### src/ummt_ram.sv
// ummt_ram: generic simple dual port ram, one write and one registered read port
// no dependencies
`timescale 1ns / 1ps

module ummt_ram #(
  parameter int WIDTH = 8,
  parameter int DEPTH = 16
) (
  input  logic                                  clk,
  input  logic                                  we,
  input  logic [(DEPTH > 1 ? $clog2(DEPTH) : 1)-1:0] waddr,
  input  logic [WIDTH-1:0]                      wdata,
  input  logic                                  re,
  input  logic [(DEPTH > 1 ? $clog2(DEPTH) : 1)-1:0] raddr,
  output logic [WIDTH-1:0]                      rdata
);

  logic [WIDTH-1:0] mem [DEPTH];

  // write port
  always_ff @(posedge clk) begin
    if (we) begin
      mem[waddr] <= wdata;
    end
  end

  // registered read port
  always_ff @(posedge clk) begin
    if (re) begin
      rdata <= mem[raddr];
    end
  end

endmodule

### config.mk
export PLATFORM = sky130hd
export DESIGN_NAME = ummt_ram
export DESIGN_NICKNAME = d
export VERILOG_FILES = /design/src/ummt_ram.sv
export SDC_FILE = /design/constraint.sdc
export NUM_CORES = 1
export LEC_CHECK = 0
export ABC_AREA = 1
export BUFFER_PORTS_ARGS = -buffer_cell sky130_fd_sc_hd__buf_2
export CORE_MARGIN = 2
export CORE_UTILIZATION = 60
export CTS_CLUSTER_SIZE = 20
export DETAILED_ROUTE_END_ITERATION = 6
export PLACE_DENSITY_LB_ADDON = 0.2
export SYNTH_ARGS = -nofsm -noshare
export SYNTH_HDL_FRONTEND = slang
export SYNTH_SLANG_ARGS = --single-unit
### constraint.sdc
create_clock -name clk -period 1.4 [get_ports clk]
set_input_delay 0.28 -clock clk [delete_from_list [all_inputs] [get_ports clk]]
set_output_delay 0.28 -clock clk [all_outputs]
set_load 0.01 [all_outputs]
Word level (Yosys, flattened, before mapping)
Memory sizes are Yosys's and may differ from the RTL's. A register that Yosys moved wholly into a read port is not among the register bits.
Cells that the tools add are included.
{ "word_totals": {"ram_bits": 128, "mem_count": 1, "reg_bits": 0, "in_bits": 19} }
{ "classes": {"n_mux": 2} }
{ "mem_list": {"columns": ["name", "words", "width", "read_ports", "rd_ports_with_merged_regs", "wr", "line_no", "text"], "rows": [
  ["mem", 16, 8, 1, 1, 1, "18", "logic [WIDTH-1:0] mem [DEPTH];"]
]} }
{ "op_table": {"columns": ["op", "n"], "rows": [
  ["two-way mux 1 bit", 2]
]} }

Longest topological paths before layout
{ "depth": {"depth_word": 2, "mapped_depth": 8} }

Worst setup path after synthesis
OpenSTA, ideal clock, no wires.
{ "synth_timing": {"path_kind": "input -> register", "start": "input waddr[2] (netlist bit)", "end": "memory mem[10][0], enable pin", "slack_ns": 0.169, "required_ns": 1.030, "path_stages": 2, "arrival_ns": 0.861, "setup_ns": 0.370, "path_cell_list": "nand3b_1 > nor2_1"} }
{ "synth_lines": {"columns": ["item", "line_no", "text"], "rows": [
  ["start: declaration", "11", "input logic [(DEPTH > 1 ? $clog2(DEPTH) : 1)-1:0] waddr,"],
  ["end: declaration", "18", null]
]} }
No word-level cell before the write port.

Worst setup path in the final report
{ "layout_timing": {"start": "register rdata[0], read port of mem", "end": "output rdata[0]"} }
{ "layout_lines": {"columns": ["item", "line_no", "text"], "rows": [
  ["start: declaration", "15", "output logic [WIDTH-1:0] rdata"]
]} }
No word-level cell between the ends.

==> impl_metrics.csv <==
group,metric,value,unit
run_status,outcome,"finished, final reports clean",
clock_tree,cts.path.max_buffers,2,
clock_tree,clk_pin_slew,60,ps
sta,fin_crit,1400,ps
sta,finalSetupViolCount,0,
critical_path,cp_top_family,"flip-flops",
sta,hold_viol_final,0,
critical_path,cp.arrival,1120,ps
power_and_ir_drop,ir_drop,963,uV
clock_tree,ctsResizeCount,0,
clock_tree,post-cts-setup-buffer-count,0,
clock_tree,cts_tree,"built",
synthesis,syn-num-nets,570,
floorplanning,rows,36,
clock_tree,h-tree-depth,4,
sta,drv_slew,0,
critical_path,slowest_stage,"edfxtp_1",
power_and_ir_drop,p_total,0.00970,W
job,cap_violations,0,
clock_tree,clock-sinks,136,
floorplanning,start_util,0.609,
floorplanning,dieArea,10600,sq um
global_route,groute.usage.overall,0.267,
finish,drive_gt1_frac,0.134,
critical_path,critPathKind,"reg -> out",
global_route,antenna_found_initial,0,
critical_path,cp-end-kind,"output pin",
global_route,grt_pass1_wl,19900,microns
finish,num_antenna_cells,0,
route,drc,0,
global_route,grt_pass1_vias,3812,
route,vias,3957,
critical_path,path_max_fanout,1,
synthesis,synth.distinct_cells,11,
floorplanning,die_x,103,microns
floorplanning,die_y,103,microns
synthesis,ys_seq_elements,136,
sta,fmax,715,MHz
synthesis,yosys_warnings,0,
placed_design,place_congestion,0.810,
global_route,grt_max_degree,65,
sta,clock_skew,7.87,ps
synthesis,syn_inst,551,
finish,final_cell_mix,"nand2_1 (173), edfxtp_1 (136), inv_1 (100), nand3_1 (97), buf_2 (26)",
sta,worst_pin_slew,624,ps
clock_tree,cts_hold_buf,0,
route,post_drt_wl_per_cell,17.6,microns
critical_path,worstPathBufferInverterCount,1,
critical_path,startpoint_type,"flip-flop",
sta,whs,127,ps
route,drtIter0Drc,396,
synthesis,syn_avg_cell_area,10.6,sq um
sta,fin_crit_sh,1.00,
critical_path,slowest_delay,420,ps
finish,layout_commonest_cell,"nand2_1",
placed_design,dp_hpwl,7830,microns
critical_path,crit_chain,"buf_2",
finish,fill_cells,678,
finish,layout.nets,616,
sta,slew_headroom,0.583,
sta,grt_setup_unrepaired,"yes",
global_route,grt_overflow,0,
floorplanning,io_pins,27,
route,drt-vias-per-instance,5.33,
critical_path,crit_required,1120,ps
route,final_antenna_net_count,0,
clock_tree,clk_latency,530,ps
placed_design,numPortBuffers,26,
route,first_pass_iters,5,
synthesis,syn-cell-area,5850,sq um
route,drt-total-wl,13000,microns
worst_hold_path,hold_path.class,"in -> reg",
clock_tree,cts_buffers,17,
finish,fin_util,0.709,
power_and_ir_drop,p_per_area,1430,nW/um^2
power_and_ir_drop,p_leak,2.96,nW
clock_tree,clock-root-buffer,"clkbuf_8",
floorplanning,fp.coreArea,9590,sq um
synthesis,synth-seq-area-share,0.698,
finish,area_growth,16.3,%
layer usage:
metal / GRT usage / vias up / wire [microns]
met5: 0 / - / 0
met4: 0.135 / 0 / 482
met3: 0.0644 / 43 / 1180
met2: 0.387 / 218 / 5940
met1: 0.382 / 1823 / 5450
li1: - / 1873 / -
synthesized netlist by cell type:
| cell type | number | area (sq um) |
|---|---|---|
| buf_1 | 1 | 3.75 |
| buf_2 | 13 | 65.1 |
| buf_4 | 4 | 30.0 |
| buf_6 | 6 | 67.6 |
| edfxtp_1 | 136 | 4080 |
| inv_1 | 100 | 375 |
| inv_2 | 2 | 7.51 |
| nand2_1 | 173 | 649 |
| nand3_1 | 97 | 485 |
| nand3b_1 | 2 | 15.0 |
| nor2_1 | 17 | 63.8 |
state kept, by name, summed over array words and instances, names as in the netlist:
register,cells
mem,128
rdata,8
path summary, 6_finish.rpt:
| check | slack, ps | end | from | depth (start not counted) |
|---|---|---|---|---|
| max | 0.6 | rdata[0] | rdata[0]$_DFFE_PP_ | 1 |
| min | 130 | rdata[3]$_DFFE_PP_ | re | 1 |
| max reg2reg | 250 | rdata[0]$_DFFE_PP_ | mem[15][0]$_DFFE_PP_ | 6 |
| min reg2reg | 760 | rdata[1]$_DFFE_PP_ | mem[10][1]$_DFFE_PP_ | 6 |
cell type report:
cell class	count	area [sq um]	area share
clock buffer	19	422	0.0620
timing repair buffer	51	355	0.0522
tap	133	166	0.0245
clock inverter	13	179	0.0263
inverter	102	383	0.0563
sequential	136	4080	0.600
multi-input combinational	289	1210	0.178
cell families (layout without fill, tap and decap cells):
family / count (synthesis) / in the layout / synth area share
DFF: 136 / 136 / 0.698
buffers and inverters: 126 / 185 / 0.0939
and+or+nand+nor: 289 / 289 / 0.208
worst register-to-register path: cells and delay by family (launching register included):
kind	cells	cell delay (ps)
buf+inv	1	60
flops	1	350
simple gates	5	500
power breakdown:
group	switching (W)	total (W)	internal [W]
sequential	0.0000266	0.00462	0.00459
clock	0.00163	0.00450	0.00288
combinational	0.000404	0.000577	0.000174
stage by stage:
stage          setup TNS [ps]  cell area (sq um)  instances  setup WS [ps]
2_1_floorplan               0               5850        551            169
3_3_place_gp             -662               6200        711           -114
3_5_place_dp             -731               6200        711           -118
4_1_cts                 -13.9               6800        743          -13.9
5_1_grt                 -43.1               6800        743          -31.1
6_report                    0               6800        743          0.616
Power figures use the tool's default switching activity.
