## config.mk

```make
export PLATFORM = sky130hd
export DESIGN_NAME = ummt_mod
export DESIGN_NICKNAME = d
export VERILOG_FILES = /design/src/ummt_pkg.sv /design/src/ummt_mod.sv
export SDC_FILE = /design/constraint.sdc
export NUM_CORES = 1
export LEC_CHECK = 0
export BUFFER_PORTS_ARGS = -buffer_cell sky130_fd_sc_hd__buf_4
export CORE_MARGIN = 8
export CORE_UTILIZATION = 51
export CTS_CLUSTER_DIAMETER = 30
export DETAILED_ROUTE_END_ITERATION = 7
export PLACE_DENSITY = 0.75
export SLEW_MARGIN = 20
export SYNTH_ARGS = -nofsm -noshare
export SYNTH_HDL_FRONTEND = slang
export SYNTH_SLANG_ARGS = --single-unit
```

## constraint.sdc

```tcl
create_clock -name clk -period 5.51 [get_ports clk]
set_input_delay 0.551 -clock clk [delete_from_list [all_inputs] [get_ports clk]]
set_output_delay 0.551 -clock clk [all_outputs]
set_load 0.005 [all_outputs]
```

## src/ummt_pkg.sv

```systemverilog
// ummt_pkg: shared types and constants of the unexpected message match table
// holds the request, result and record structs, the action codes and the fsm states
// no dependencies
`timescale 1ns / 1ps

package ummt_pkg;

  // bit widths fixed by the field formats
  localparam int ACTION_W = 2;
  localparam int COMM_W   = 16;
  localparam int RANK_W   = 31;
  localparam int TAG_W    = 31;
  localparam int SIZE_W   = 32;
  localparam int SLOT_W   = 4;
  localparam int TCNT_W   = 4;

  // communicator plus offset fits in 17 bits, padded to whole digits for the divider
  localparam int DIG_W    = 4;
  localparam int DIVD_W   = 20;
  localparam int DIV_STEPS = DIVD_W / DIG_W;

  // table count after reset
  localparam logic [TCNT_W-1:0] TCNT_RESET = 4'd8;

  typedef enum logic [ACTION_W-1:0] {
    ACT_PUSH      = 2'd0,
    ACT_PROBE     = 2'd1,
    ACT_POP_MATCH = 2'd2,
    ACT_POP_SLOT  = 2'd3
  } action_t;

  typedef enum logic [2:0] {
    ST_CLEAR,
    ST_IDLE,
    ST_MAP,
    ST_SCAN,
    ST_DONE
  } state_t;

  typedef struct packed {
    action_t             action;
    logic [COMM_W-1:0]   communicator;
    logic [RANK_W-1:0]   rank;
    logic                any_rank;
    logic [TAG_W-1:0]    tag;
    logic                any_tag;
    logic [SIZE_W-1:0]   msg_bytes;
    logic [SLOT_W-1:0]   slot;
  } req_t;

  typedef struct packed {
    logic                found;
    logic [SIZE_W-1:0]   found_size;
    logic [SLOT_W-1:0]   found_slot;
  } rsp_t;

  // one cell as stored in memory
  typedef struct packed {
    logic                busy;
    logic [RANK_W-1:0]   rank;
    logic [TAG_W-1:0]    tag;
    logic [SIZE_W-1:0]   size;
  } rec_t;

endpackage

```

## src/ummt_mod.sv

```systemverilog
// ummt_mod: iterative remainder unit, four dividend bits per cycle
// depends on ummt_pkg for the dividend and digit widths
`timescale 1ns / 1ps

module ummt_mod (
  input  logic                          clk,
  input  logic                          rst,
  input  logic                          start,
  input  logic [ummt_pkg::DIVD_W-1:0]   dividend,
  input  logic [3:0]                    divisor,
  output logic                          done,
  output logic [3:0]                    remainder
);

  localparam int CNT_W = $clog2(ummt_pkg::DIV_STEPS + 1);

  logic                          run;
  logic [CNT_W-1:0]              cnt;
  logic [ummt_pkg::DIVD_W-1:0]   shreg;
  logic [3:0]                    dsr;
  logic [3:0]                    rem_next;

  // restoring remainder over the top digit of the shift register
  always_comb begin
    logic [4:0] r;
    r = 5'd0;
    rem_next = remainder;
    for (int k = 0; k < ummt_pkg::DIG_W; k++) begin
      r = {rem_next, shreg[ummt_pkg::DIVD_W-1-k]};
      if (r >= {1'b0, dsr}) begin
        r = r - {1'b0, dsr};
      end
      rem_next = r[3:0];
    end
  end

  // control
  always_ff @(posedge clk) begin
    if (rst) begin
      run  <= 1'b0;
      done <= 1'b0;
      cnt  <= '0;
    end else begin
      done <= 1'b0;
      if (start) begin
        run <= 1'b1;
        cnt <= '0;
      end else if (run) begin
        cnt <= cnt + 1'b1;
        if (cnt == CNT_W'(ummt_pkg::DIV_STEPS - 1)) begin
          run  <= 1'b0;
          done <= 1'b1;
        end
      end
    end
  end

  // datapath
  always_ff @(posedge clk) begin
    if (start) begin
      shreg     <= dividend;
      dsr       <= divisor;
      remainder <= 4'd0;
    end else if (run) begin
      shreg     <= shreg << ummt_pkg::DIG_W;
      remainder <= rem_next;
    end
  end

endmodule

```

### After elaboration in Yosys (flattened, before gate mapping)

Index checks and enable logic that the tools add are counted.
W data, S select, Z words.

* register bits: 33
* latch bits: 0
* RAM bits: 0
* ROM bits: 0
* bits of input ports: 27
* output and inout port bits: 5
* word-level logic and storage cells: 30
* memories kept: 0

* add/subtract/negate cells: 5
* multipliers: 0
* divide/modulo/power cells: 0
* magnitude comparators: 4
* equal/unequal tests: 1
* shift-type cells: 0
* multiplexer cells: 10
* bitwise logic cells: 1
* reductions and logical operators: 3

Operator list (count)
* $mux W20: 2
* $ge A5 B4 Y1: 4
* $mux W4: 4
* $sub A4 B4 Y4: 4
* $mux W1: 4
* $add A3 B1 Y3 const B: 1
* $eq A3 B3 Y1 const B: 1
* $reduce_or A3 Y1: 1
* $reduce_bool A2 Y1: 1
* $reduce_or A2 Y1: 1
* $not A1 Y1: 1

### Depth between registers and ports, before layout

Gate-level depths: netlist of the first run.

* word-level depth: 8
* depth in mapped cells: 28
* gate-level depth less buffers: 28

### Least setup slack after synthesis of the first run

OpenSTA, ideal clock, no wires.

* path type: reg2reg
* start point: register dsr[1]
* end point: register remainder[2]
* library setup time: 0.061 ns
* arrival time: 5.960 ns
* required time: 5.449 ns
* path slack: -0.511 ns
* cell stages (with the launch flop): 28
* path buffers: 0
* period minus slack after synthesis: 6.021 ns
* cell sequence: edfxtp_1 inv_1 ha_1 inv_1 o211ai_2 nand2_1 mux2_2 inv_1 ha_1 a211oi_2 o21bai_1 a31oi_4 mux2_1 inv_1 ha_1 a211o_1 a21oi_1 o21ai_0 mux2i_2 mux2i_1 ha_1 a21o_1 a21o_1 a21o_1 a2111oi_2 mux2i_2 or4b_1 nand2_1

* word-level cells in the longest chain between the ends: 8

RTL lines
* from (decl): RTL line ummt_mod.sv:20 `logic [3:0] dsr;`
* from (signal assigned): RTL line ummt_mod.sv:62 `dsr <= divisor;`
* $sub A4 B4 Y4 or $ge A5 B4 Y1 (tied branches): RTL line ummt_mod.sv:31, ummt_mod.sv:30
* $mux W4: RTL line ummt_mod.sv:30 `if (r >= {1'b0, dsr}) begin`
* $sub A4 B4 Y4 or $ge A5 B4 Y1 (tied branches): RTL line ummt_mod.sv:31, ummt_mod.sv:30
* $mux W4: RTL line ummt_mod.sv:30
* $ge A5 B4 Y1 or $sub A4 B4 Y4 (tied branches): RTL line ummt_mod.sv:30, ummt_mod.sv:31
* $mux W4: RTL line ummt_mod.sv:30
* $sub A4 B4 Y4 or $ge A5 B4 Y1 (tied branches): RTL line ummt_mod.sv:31, ummt_mod.sv:30
* $mux W4 (*): RTL line ummt_mod.sv:30
* to (signal assigned): RTL line ummt_mod.sv:66 `remainder <= rem_next;`
* to (decl): RTL line ummt_mod.sv:12 `output logic [3:0] remainder`

Every way passes the cells marked *; elsewhere a longest branch is shown, timed or not.
A chain may end at the register's enable or synchronous reset.

### Worst setup path after layout of the first run

* start point: register dsr[0]
* end point: register remainder[2]

Same word-level chain as after synthesis.

==> results by stage, run 1 <==
Status:
- The run finished, with violations left.
- The checks that failed: setup timing.

Logic synthesis:
- The cell with the most instances after synthesis is edfxtp_1.
- By count the netlist is led by edfxtp_1, inv_1, mux2_2.
- The sequential cell area fraction in the yosys report is 41.43%.
- Counting flops and latches in the post-synthesis netlist gives 33.
- The mean post-synth cell area is 11.51 µm².
- Of all flip-flops after synthesis, the portion carrying an async set or reset was 0%.
- By area the synthesized netlist is led by edfxtp_1, ha_1, mux2_2.
- Among all flip-flop cells after synthesis, the most frequent one is edfxtp_1.
- Counting distinct cell types in the post-synthesis netlist gives 48.
- The top-area cell type share of the netlist area is 33.14%.
- The count of yosys warnings during synthesis is 0.
- The synthesized design contains 24 enable-type register cells.
- Counting every instance in the synthesized netlist gives 189.
- The biggest area consumer among synthesized cells is edfxtp_1.
- The total standard cell area after synthesis is 2175 µm².
- The total nets after synthesis is 238.

Setup path:
- STA classifies the critical path endpoint as a flip-flop.
- The end of the worst register-to-register path is remainder[2].
- The required time reported for the critical path endpoint is 5.75 ns.
- The cell depth of the worst flop-to-flop path is 26.
- The reg-to-reg critical path startpoint is dsr[0].
- In this run the worst path has a maximum fanout of 5.
- The arrival time of the worst setup path is 5.84 ns.
- The element type at the critical path start is a flip-flop.
- The critical path is of the flip-flop to flip-flop type.
- In this run the register-to-register setup slack is -0.09 ns.

Global routing:
- For this run the aggregate overflow at the end of global routing stands at 0.
- The pin count of the biggest net entering global routing is 35.
- The global router's overall resource usage is 16.95%.
- The first global-routing pass estimated 8445 µm of wire.
- The via count of the first global-routing pass came to 1853.
- The initial antenna violation count is 0.

Route:
- The count of TritonRoute iterations in the first routing pass is 4.
- The first routing iteration left 59 violations.
- The final route contains 1730 vias.
- In this run the remaining antenna-violating nets after routing total 0.
- The ratio of routed vias to standard cells is 5.475.
- In the final routed layout, each cell accounts on average for 16.69 µm.
- Summed over all layers, the routed wires come to 5274 µm.
- The DRC violation count after routing is 0.

Floorplan:
- The top-level port count is 32.
- After floorplanning, the core was sized to cover 4058 µm².
- The overall die width is 81.30 µm.
- For this configuration, the core starts out at a cell density of 53.59%.
- Measured along the y axis, the die boundary spans 81.30 µm.
- The number of rows in the core area is 23.
- The overall die area is 6610 µm².

Layout:
- The post-route netlist has 50.38% of its cells at a drive strength greater than 1.
- The number of nets in the final layout is 314.
- The number of antenna diodes in the final layout is 0.
- The number of filler cells placed in the layout is 270.
- Relative to the synthesized area, the layout overhead comes to 38.72%.
- The utilization after layout is 74.34%.
- The filler-free cell count of the finished design is 316.

Power:
- The power density normalized to cell area is 724.9 nW/µm².
- The leakage component of the power is 1.319 nW.
- IR analysis of the VDD net gives a maximum drop of 0.4977 mV.

Clock tree:
- The number of clock buffers added by TritonCTS is 5.
- The clock tree from TritonCTS is built.
- In this run the clock root is driven by a clkbuf_8.
- Hold repair after CTS inserted 0 buffers.
- The H-tree was split into 2 levels.
- The later pin in the worst-skew pair is clocked with a latency of 0.29 ns.
- The CTS sink count is 33.
- The clock-pin slew on the worst setup and hold paths is 0.07 ns.
- The clock passes through at most 2 buffers.

STA:
- The maximum achievable frequency is 178.5 MHz.
- The actual transition at the worst max-transition pin is 0.8862 ns.
- The number of failing hold endpoints at the final stage came to 0.
- The tightest slew margin relative to the limit is 40.78%.
- The period utilization is 101.7%.
- Setup repair after global routing could not meet its margin everywhere.
- The final clock skew is 0.009489 ns.
- Setup violations remaining at the end of the flow were counted as 4.
- The number of max-slew violations in the final report is 0.
- The final period demand of the worst path is 5.602 ns.
- Across all setup checks in the final design, the least slack found is -0.09204 ns.

Placed design:
- Detailed placement ended at an HPWL of 4060 µm.
- The count of buffers added on input and output ports is 31.
- The final weighted congestion in routability-driven placement is 0.9120.
- The number of placed instances, taps included, is 301.

Min path:
- In this run the worst hold path is classified as primary input to flip-flop.
- The start point of the worst min-delay path is divisor[2].
- The hold path endpoint is dsr[2].
- Along the worst hold path, the cell count comes to 1.

Flow run:
- Max-cap violations in this run came to 0.
cells in the final DEF, fill, tap and decap left out, types with 2 or more instances in the layout:
cell / instances
a21oi_1: 4
edfxtp_1: 24
o21ai_0: 2
o21ai_1: 2
fa_1: 4
nand2_1: 6
mux2_4: 2
mux2i_1: 3
mux2_2: 18
inv_2: 5
o21ai_2: 2
buf_4: 73
a21oi_2: 3
dfxtp_1: 9
xor2_1: 3
a21o_1: 5
nor3_1: 5
ha_1: 13
ha_4: 5
mux2i_2: 4
nor2b_1: 3
nor2_2: 3
nand2b_1: 4
and2_1: 4
nor2_1: 7
clkbuf_8: 5
inv_1: 13
xnor2_1: 4
repair_timing:
| item | in CTS | in global routing |
|---|---|---|
| buffers inserted | 6 | 1 |
| endpoints found under the hold margin | 0 | 0 |
| setup endpoints to repair | 4 | 4 |
| gates resized for setup | 10 | 5 |
| pin swaps | 12 | 7 |
flip-flops by register name, indices dropped and copies added (netlist names):
register   flops
cnt            3
done           1
dsr            4
remainder      4
run            1
shreg         20
area by class of cell:
type	instances	area (µm²)	share of cell area, %
tap	50	62.56	2.074
timing repair buffer	73	548.0	18.17
multi-input combinational	133	1321	43.80
sequential	33	900.9	29.86
clock inverter	3	41.29	1.369
clock buffer	5	68.82	2.281
inverter	19	73.82	2.447
kinds of logic after synthesis:
group | Yosys count | synth area share, %
buffers and inverters | 23 | 3.970
xor gates and xnor gates | 7 | 2.819
and+or+nand+nor | 44 | 11.45
AOI/OAI and AO/OA | 33 | 12.37
adders and majority gates | 22 | 14.04
muxes | 27 | 13.92
DFF | 33 | 41.43
power by group:
part	switching [mW]	total [mW]	leakage, nW	internal, mW
sequential	0.0191	0.319	0.317	0.300
combinational	0.724	1.64	0.951	0.917
clock	0.0940	0.227	0.0518	0.133
worst max path at each step:
stage / from / slack [ns] / end / depth (start not counted)
finish: dsr[0] / -0.09 / remainder[2] / 26
global placement: dsr[0] / -0.07 / remainder[2] / 26
floorplan: dsr[1] / -0.28 / remainder[2] / 27
CTS: dsr[0] / -0.1 / remainder[2] / 26
global route: dsr[3] / -0.40 / remainder[2] / 27
detailed placement: shreg[19] / -0.25 / remainder[2] / 28
stage by stage:
stage	hold slack [ns]	instance area, µm²	power, mW	setup TNS (ns)	worst slack, ns
3_5_place_dp	0.4645	2785	1.734	-0.7340	-0.2452
5_1_grt	0.4163	3017	2.335	-1.373	-0.4000
6_report	0.4321	3017	2.187	-0.1487	-0.09204
2_1_floorplan	0.4500	2242	1.203	-0.7127	-0.2828
3_3_place_gp	0.4679	2785	1.681	-0.1657	-0.07454
4_1_cts	0.4243	2994	2.073	-0.1608	-0.09577
routing by layer:
metal  global-route usage, %  vias to the layer above  wire length, µm
met2                   30.23                       34             2756
met5                       0                        -                0
met3                   4.525                       18              171
met1                   17.86                      837             2146
met4                   8.750                        0              199
li1                        -                      841                -
worst max-delay path, cell delays in order (launching register included):
cell and delay, ns:
edfxtp_1 0.46, ha_4 0.31, nor2b_2 0.04, o211ai_2 0.19
nand2_2 0.09, mux2_4 0.31, inv_2 0.07, ha_4 0.20
a211oi_4 0.23, o21bai_2 0.11, a31oi_4 0.20, mux2_4 0.33
inv_2 0.06, ha_4 0.19, a211o_1 0.26, a21oi_2 0.14
o21ai_1 0.09, mux2i_2 0.23, mux2i_2 0.29, ha_1 0.27
a21o_1 0.17, a21o_1 0.17, a21o_1 0.19, a2111oi_4 0.20
mux2i_2 0.16, or4b_1 0.53, nand2_1 0.07
No activity file was read; power rests on OpenSTA's default activity.
==> inputs of run 2 (changes only) <==
CORE_UTILIZATION = 52   (was 51)
PLACE_DENSITY = 0.81   (was 0.75)
clock period = 5.2 ns   (was 5.51 ns; I/O delays follow)
==> run 2 against run 1 <==
Effect of this change:
- the run still ends with setup timing left
- power is 9.1% higher
- register-to-register slack lost 0.35 ns
- routed wire length rose by 4.9%
- final area up 2.7%
- hold slack worse by 0.026 ns
- highest routed layer unchanged
- die area shrank 1.6%
- via count shrank 0.46%
- clock power shrank 16%
- clock skew fell by 0.0049 ns
- critical path depth stayed put
==> results by stage, run 2 (synthesized netlist as in run 1, its figures left out) <==
Placed design:
- The worst setup slack after placement is -0.6563 ns.
- The count of buffers inserted at the top-level ports is 31.
- The HPWL after detailed placement is 4016 µm.
- The final weighted congestion in routability-driven placement is 0.8580.

Route:
- The per-cell routed wire length is 17.13 µm.
- The via total after detailed routing is 1722.
- The ratio of routed vias to standard cells is 5.331.
- In this run the remaining antenna-violating nets after routing total 0.
- The count of TritonRoute iterations in the first routing pass is 4.
- After detailed routing, the number of remaining DRC violations is 0.
- The number of violations reported at the end of detailed-routing iteration 0 is 90.
- The final wirelength is 5534 µm.

Floorplan:
- The number of rows in the core area is 23.
- In this run the count of I/O pins placed on the die edge is 32.
- The starting density of the core is 54.36%.
- The placeable core region is 4000 µm².
- The die extent in y is 80.67 µm.
- The die is 80.67 µm wide.
- The overall die area is 6507 µm².

Layout:
- The net count of the finished layout is 321.
- The largest registers in the layout are shreg x20, dsr x4, remainder x4.
- In the final layout, the share of cells above drive strength 1 is 52.38%.
- The number of flip-flops in the largest register is 20.
- The leading cell type in the layout, fill and taps excluded is buf_4.
- The number of filler cells placed in the layout is 247.
- The relative area change from synthesis to final layout is 42.41%.
- The register ranked first by flip-flop count is shreg.
- 0 antenna diodes ended up in the layout.
- Leaving out fill and tap cells, the most frequent cells in the layout are buf_4, edfxtp_1, mux2_2.

Clock tree:
- The total clock buffers created by CTS is 5.
- Clock tree synthesis selected as its root buffer the cell clkbuf_8.
- The H-tree was split into 2 levels.
- The longest clock path from root to sink contains 2 buffers.
- The CTS sink count is 33.
- After clock tree synthesis, the clock-pin slew on the worst setup and hold paths is 0.07 ns.
- The later pin in the worst-skew pair is clocked with a latency of 0.29 ns.
- TritonCTS built the clock tree.

Setup path:
- For the worst setup path, the data required time is 5.43 ns.
- The maximum cell stage delay along the critical path is 0.52 ns.
- Along the worst path, the maximum fanout reaches 5.
- The critical path class is flip-flop to flip-flop.
- Data arrives at the worst endpoint at 5.87 ns.
- In this run the number of cells on the critical path is 26.
- The cell at the slowest stage of the critical path is or4b_1.
- Counting cells, the worst reg-to-reg path comes to 26.
- The element type at the critical path start is a flip-flop.
- STA classifies the critical path endpoint as a flip-flop.
- Counting both buffers and inverters, the worst setup path holds a total of 2.
- The family with the most delay on the worst path is compound AO/OA/AOI/OAI gates.

STA:
- The number of failing hold endpoints at the final stage is 0.
- The smallest clock period supported by the final layout is computed as 5.644 ns.
- The actual transition at the worst max-transition pin is 0.8470 ns.
- Timing would allow up to 177.2 MHz.
- Setup repair after global routing could not meet its margin everywhere.
- Setup violations remaining at the end of the flow were counted as 4.
- The worst pin sits at a relative slew slack of 43.39%.
- Once routing completed, OpenROAD measured the worst setup slack at -0.4441 ns.
- Of the available clock period, the critical path in the final layout requires 108.5%.
- The number of max-slew violations in the final report was 0.
- The final clock skew is 0.004603 ns.

Min path:
- The cell depth of the worst min-delay path is 1.
- The kind of path behind the tightest hold check is primary input to flip-flop.

Power:
- The worst vdd rail ir drop is 0.5517 mV.
- The leakage component of the power is 1.359 nW.
- The power density normalized to cell area is 770.3 nW/µm².
- Overall power consumption after layout is estimated at 2.385 mW.

Status:
- The final reports fail on setup timing.
- The flow ran to the end, but the final reports show violations.

Global routing:
- The first global-routing pass estimated 8845 µm of wire.
- The pin count of the biggest net entering global routing is 35.
- The via count of the first global-routing pass was 1875.
- The global router's overall resource usage is 17.61%.
- The leftover overflow at the end of global routing is 0.
- The initial antenna violation count is 0.

Flow run:
- The number of max-cap violations is 0.
==> run 2: cell types whose count changed in the layout (fill, tap and decap cells not counted), sizes merged <==
cell,change
buf,+7
clkinv,+2
bufinv,-1
clkinvlp,-1
==> run 2: worst paths after layout <==
kind	slack (ns)	to	start
min	0.41	dsr[2]	divisor[2]
min reg2reg	0.48	done	cnt[2]
max	-0.44	remainder[2]	dsr[0]
max reg2reg	-0.44	remainder[2]	dsr[0]
==> run 2: repair_timing <==
| action | in CTS | in global routing |
|---|---|---|
| gates cloned | 0 | 0 |
| hold buffers | 0 | 0 |
| endpoints found under the setup margin | 4 | 4 |
| buffers inserted | 7 | 2 |
| resized for setup | 12 | 11 |
| pin swaps | 10 | 6 |
==> run 2: cell type report <==
cell class | count | area [µm²] | share of cell area, %
inverter | 19 | 73.82 | 2.384
clock buffer | 5 | 68.82 | 2.222
multi-input combinational | 133 | 1369 | 44.20
clock inverter | 3 | 17.52 | 0.5657
timing repair buffer | 80 | 604.3 | 19.52
sequential | 33 | 900.9 | 29.09
tap | 50 | 62.56 | 2.020
==> run 2: per-layer routing <==
| layer | up-vias | share of wire (%) | track usage (%) |
|---|---|---|---|
| li1 | 855 | - | - |
| met1 | 829 | 41 | 19.49 |
| met2 | 29 | 54 | 31.84 |
| met3 | 9 | 3.1 | 4.129 |
| met4 | 0 | 2.5 | 6.250 |
| met5 | - | 0 | 0 |
==> run 2: where the power goes <==
part	internal, mW	total, mW	leakage, nW	switching, mW
sequential	0.317	0.339	0.317	0.0212
combinational	1.03	1.86	0.997	0.824
clock	0.0925	0.191	0.0455	0.0987
==> run 2: per-stage QoR <==
stage | TNS (ns) | hold slack [ns] | instance area, µm² | instances | util, %
floorplan | -1.953 | 0.4500 | 2242 | 189 | -
global placement | -1.582 | 0.4720 | 2823 | 306 | 70.57
detailed placement | -2.470 | 0.4738 | 2823 | 306 | 70.57
CTS | -1.383 | 0.4030 | 3024 | 321 | 75.60
global route | -2.778 | 0.3970 | 3097 | 323 | 77.42
finish | -1.601 | 0.4057 | 3097 | 323 | 77.42
==> run 2: worst register-to-register path, delay by kind of cell (launching register included) <==
family	cells	cell delay, ns
compound gates	11	1.92
mux	5	1.27
fa+ha+maj	4	1.03
simple gates	4	0.72
flops	1	0.45
buf+inv	2	0.20
